$ cat src/rtl/rgbq_pkg.sv
// Shared types and constants for the ratio graph query core.
// No dependencies; imported by every other RTL file.
`default_nettype none
package rgbq_pkg;

    localparam int ID_W = 6;
    localparam int Q_W  = 32;

    localparam logic [Q_W-1:0] Q_ONE   = 32'h0001_0000;
    localparam logic [Q_W-1:0] Q_MAX   = 32'h7FFF_FFFF;
    localparam logic [Q_W-1:0] Q_MIN   = 32'h8000_0000;
    localparam logic [Q_W-1:0] MIN_MAG = 32'd7;

    localparam logic [1:0] OP_CLEAR = 2'd0;
    localparam logic [1:0] OP_ADD   = 2'd1;
    localparam logic [1:0] OP_QUERY = 2'd2;

    localparam logic [1:0] ST_OK     = 2'd0;
    localparam logic [1:0] ST_NO_ANS = 2'd1;
    localparam logic [1:0] ST_FULL   = 2'd2;

    typedef struct packed {
        logic start;
        logic recip;
    } arith_req_t;

endpackage
`default_nettype wire

$ cat src/rtl/rgbq_arith.sv
// Shared arithmetic unit: Q16.16 saturating multiply and
// rounded reciprocal by restoring division (one quotient bit a cycle).
// Depends on rgbq_pkg.
`default_nettype none
module rgbq_arith
    import rgbq_pkg::*;
(
    input  wire logic             aclk,
    input  wire logic             aresetn,
    input  wire arith_req_t       req,
    input  wire logic [Q_W-1:0]   opa,
    input  wire logic [Q_W-1:0]   opb,
    output logic                  done,
    output logic [Q_W-1:0]       result
);

    logic               busy_reg, busy_next;
    logic               recip_reg, recip_next;
    logic [5:0]         cnt_reg, cnt_next;
    logic               done_reg, done_next;
    logic signed [63:0] prod_reg;
    logic [Q_W-1:0]     res_reg;
    logic [Q_W-1:0]     mag_reg;
    logic [Q_W:0]       num_reg;
    logic [Q_W-1:0]     rem_reg;
    logic [Q_W:0]       quo_reg;
    logic               neg_reg;

    logic [63:0] pmag;
    logic [47:0] pround;
    logic [Q_W-1:0] mul_res;
    logic [Q_W:0]   rem_sh;
    logic           take;
    logic [Q_W:0]   quo_sh;
    logic [Q_W-1:0] amag;

    always_comb begin
        pmag   = prod_reg[63] ? (64'd0 - 64'(prod_reg)) : 64'(prod_reg);
        pround = 48'((pmag + 64'h8000) >> 16);
        if (prod_reg[63]) begin
            if (pround >= 48'h8000_0000) mul_res = Q_MIN;
            else mul_res = Q_W'(32'd0 - pround[Q_W-1:0]);
        end else begin
            if (pround > 48'h7FFF_FFFF) mul_res = Q_MAX;
            else mul_res = pround[Q_W-1:0];
        end
        rem_sh = {rem_reg, num_reg[Q_W]};
        take   = rem_sh >= {1'b0, mag_reg};
        quo_sh = {quo_reg[Q_W-1:0], take};
        amag   = opa[Q_W-1] ? (32'd0 - opa) : opa;
    end

    always_comb begin
        busy_next  = busy_reg;
        recip_next = recip_reg;
        cnt_next   = cnt_reg;
        done_next  = 1'b0;
        if (req.start) begin
            busy_next  = 1'b1;
            recip_next = req.recip;
            cnt_next   = 6'(Q_W + 1);
        end else if (busy_reg) begin
            if (!recip_reg) begin
                busy_next = 1'b0;
                done_next = 1'b1;
            end else begin
                cnt_next = cnt_reg - 6'd1;
                if (cnt_reg == 6'd1) begin
                    busy_next = 1'b0;
                    done_next = 1'b1;
                end
            end
        end
    end

    always_ff @(posedge aclk) begin
        if (!aresetn) begin
            busy_reg  <= 1'b0;
            recip_reg <= 1'b0;
            cnt_reg   <= '0;
            done_reg  <= 1'b0;
        end else begin
            busy_reg  <= busy_next;
            recip_reg <= recip_next;
            cnt_reg   <= cnt_next;
            done_reg  <= done_next;
        end
    end

    always_ff @(posedge aclk) begin
        if (req.start) begin
            prod_reg <= $signed(opa) * $signed(opb);
            mag_reg  <= amag;
            neg_reg  <= opa[Q_W-1];
            num_reg  <= {1'b1, 32'd0} + {2'b0, amag[Q_W-1:1]};
            rem_reg  <= '0;
            quo_reg  <= '0;
        end else if (busy_reg) begin
            if (!recip_reg) begin
                res_reg <= mul_res;
            end else begin
                rem_reg <= take ? Q_W'(rem_sh - {1'b0, mag_reg}) : rem_sh[Q_W-1:0];
                num_reg <= {num_reg[Q_W-1:0], 1'b0};
                quo_reg <= quo_sh;
                if (cnt_reg == 6'd1) begin
                    res_reg <= neg_reg ? (32'd0 - quo_sh[Q_W-1:0]) : quo_sh[Q_W-1:0];
                end
            end
        end
    end

    assign done   = done_reg;
    assign result = res_reg;

endmodule
`default_nettype wire

$ cat config.mk
export PLATFORM = sky130hd
export DESIGN_NAME = rgbq_arith
export DESIGN_NICKNAME = d
export VERILOG_FILES = /design/src/rtl/rgbq_pkg.sv /design/src/rtl/rgbq_arith.sv
export SDC_FILE = /design/constraint.sdc
export NUM_CORES = 2
export LEC_CHECK = 0
export ABC_AREA = 1
export BUFFER_PORTS_ARGS = -buffer_cell sky130_fd_sc_hd__buf_2
export CORE_MARGIN = 2
export CORE_UTILIZATION = 55
export DETAILED_ROUTE_END_ITERATION = 7
export HOLD_SLACK_MARGIN = 0.02
export PLACE_DENSITY = 0.7
export SYNTH_ARGS = -nofsm -noshare
export SYNTH_HDL_FRONTEND = slang
export SYNTH_SLANG_ARGS = --single-unit
export TNS_END_PERCENT = 100
$ cat constraint.sdc
create_clock -name aclk -period 16.7 [get_ports aclk]
set_input_delay 2.505 -clock aclk [delete_from_list [all_inputs] [get_ports aclk]]
set_output_delay 2.505 -clock aclk [all_outputs]
set_load 0.1 [all_outputs]
==> reports/metrics.csv <==
stage,metric,value,unit
routing,DR DRC count,0,
cells_and_area,filler cell count,9187,
clock_network,hold_buf cts,0,
clock_network,CTS resizes,0,
synthesis,syn_area_per_cell,7.64,sq um
placed_design,Final Wtd Congestion,0.953,
routing,DR WL/cell,18.2,microns
floorplan,io pins,101,
clock_network,Setup Buffers After CTS,0,
timing,"Slew Viols, Final",0,
timing,crit path time final,10.44,ns
routing,vias per cell,5.28,
cells_and_area,"most common cell after layout, fill and taps aside",nand2_1,
timing,Final Skew,0.0191,ns
synthesis,"Async S/R FF share, synth",0,%
critical_path,arrival time worst endpoint,10.73,ns
timing,unrepaired setup endpoints after global routing,false,
critical_path,Reg2Reg Launch Point,prod_reg[63]$_DFFE_PP_,
global_routing,vias in the first global route,45400,
floorplan,initial core utilization,55.2,%
routing,initial DRC count,3413,
routing,vias after detailed routing,43700,
cells_and_area,highest-count cells in the layout ignoring fill and taps,"1952 x nand2_1, 1910 x inv_1, 1083 x fa_1",
run_status,status,completed,
synthesis,Synth Warn #,0,
synthesis,Mapped Area,54100,sq um
critical_path,CP startpoint,opa[31],
global_routing,initial antenna violation count,2,
timing,Slew @ Worst Pin,1.19,ns
critical_path,critical path required time,16.99,ns
timing,Setup TNS,0,ns
timing,Peak Freq,95.8,MHz
min_path,Hold Crit Start,rem_reg[6]$_SDFFE_PP0P_,
timing,final worst-path cycle share,62.5,%
cells_and_area,register area,6310,sq um
routing,Routed WL,151,mm
clock_network,CTS tree,done,
synthesis,post-synth top area cell,fa_1,
floorplan,die area,101000,sq um
synthesis,Synth Flop Type,edfxtp_1,
critical_path,CP Capture Type,flip-flop,
global_routing,grt ovf,0,
floorplan,core area,98000,sq um
synthesis,syn nets,8454,
synthesis,largest cells by area after synthesis,"fa_1 40%, nand2_1 14%, inv_1 13%",
timing,endpoints failing setup,0,
timing,slew margin rel.,20.4,%
synthesis,sequential fraction of the synthesis area,11.7,%
floorplan,cell row count,115,
synthesis,Post-synth EDFFs,162,
critical_path,CP startpoint kind,input pin,
synthesis,count of different cell masters after synthesis,53,
timing,Fin. Hold Viols,0,
flow_run,max-cap check violation count,0,
cells_and_area,Area Growth Syn to Fin,4.06,%
placed_design,Port Buffers,100,
routing,router iterations before antenna repair,6,
cells_and_area,Multi-input gate area,39500,sq um
synthesis,synthesized flop and latch total,234,
global_routing,first-pass GRT wire length,245,mm
critical_path,Worst Path Max Fanout,41,
global_routing,Total Routing Usage GR,30.7,%
clock_network,"Clk pin slew, worst setup/hold paths",0.06,ns
cells_and_area,share of layout cells above drive strength 1,4.12,%
floorplan,Die Ht,318,microns
clock_network,Worst-Skew Late Latency,0.56,ns
global_routing,maximum number of pins on one net before global-route repair,84,
clock_network,clock sink total,234,
cells_and_area,fin nets,8347,
synthesis,Syn Inst Count,7080,
placed_design,DPL Wire Length,123,mm
timing,hold_ws,0.484,ns
cells_and_area,max reg flops,64,
clock_network,clock buffer depth,3,
clock_network,TritonCTS Buffers,24,
clock_network,H-tree levels,1,
clock_network,CTS root buf,clkbuf_16,
floorplan,Die W,318,microns
critical_path,crit path kind,in2reg,
routing,final antenna-violating net count,0,
min_path,Hold Path Class,reg2reg,
synthesis,post-synth top area share,40.1,%
[routing by layer]
metal,wire [microns],global-route usage (%),vias to the layer above
li1,-,-,20300
met1,62600,41.6,21600
met2,72000,51.2,1573
met3,10200,3.54,265
met4,6040,11.0,2
met5,13,0,-
[final cells by class]
cell class | count | area share, %
sequential | 234 | 11.2
inverter | 1919 | 12.8
antenna | 1 | 0.00444
timing repair buffer | 155 | 1.63
tap | 1287 | 2.86
multi-input combinational | 4639 | 70.1
clock buffer | 31 | 1.15
clock inverter | 13 | 0.249
[Yosys cell counts, drive strengths merged, types with 72 or more instances]
master,instances
a21oi,161
clkbuf,249
dfxtp,72
edfxtp,162
fa,1083
ha,223
inv,1915
nand2,1975
nand3,233
nor2,417
o21ai,131
xor2,104
[critical path, stage by stage]
cell,delay [ns]
buf_2,0.19
buf_4,0.45
nand2_1,0.16
inv_1,0.18
fa_1,0.45
fa_1,0.48
fa_1,0.93
fa_1,0.64
inv_1,0.72
fa_1,0.53
inv_1,0.08
fa_1,0.43
fa_1,0.55
inv_1,0.05
fa_1,0.49
inv_1,0.04
ha_1,0.39
nand2_1,0.13
nor2_1,0.13
inv_1,0.06
nor2_1,0.11
and3_1,0.18
nand3_1,0.08
nand3_1,0.15
nand3_1,0.08
o211ai_1,0.15
a21boi_0,0.17
xnor2_1,0.15
[final timing paths]
check / slack [ns] / to / cells past startpoint
worst min-delay path: 0.48 / rem_reg[6]$_SDFFE_PP0P_ / 2
worst max register to register: 12.06 / result[13]$_DFFE_PP_ / 21
worst max-delay path: 6.26 / prod_reg[58]$_DFFE_PP_ / 28
worst min register to register: 0.48 / rem_reg[6]$_SDFFE_PP0P_ / 2
[cells by family (layout without fill, tap and decap cells)]
kind of cell,count (synthesis),count (layout),share of synthesized area (%)
AO/OA/AOI/OAI,419,419,4.38
XOR/XNOR,160,160,2.64
adder cells (fa/ha/maj),1306,1306,45.2
buffers and inverters,2207,2118,15.4
flip-flops,234,234,11.7
other,0,1,0
AND/OR/NAND/NOR,2754,2754,20.7
[metrics by stage]
step	util [%]	cell area, sq um	instances	setup slack, ns
finish	57.5	56300	8279	6.26
global route	57.5	56300	8279	5.68
CTS	57.5	56300	8278	6.27
detailed placement	56.7	55500	8234	5.68
global placement	56.7	55500	8234	5.73
floorplan	-	54100	7080	6.33
Power is left out: the tool's default activity adds up to more than one toggle a clock period on the data nets, which glitch-free logic cannot reach.
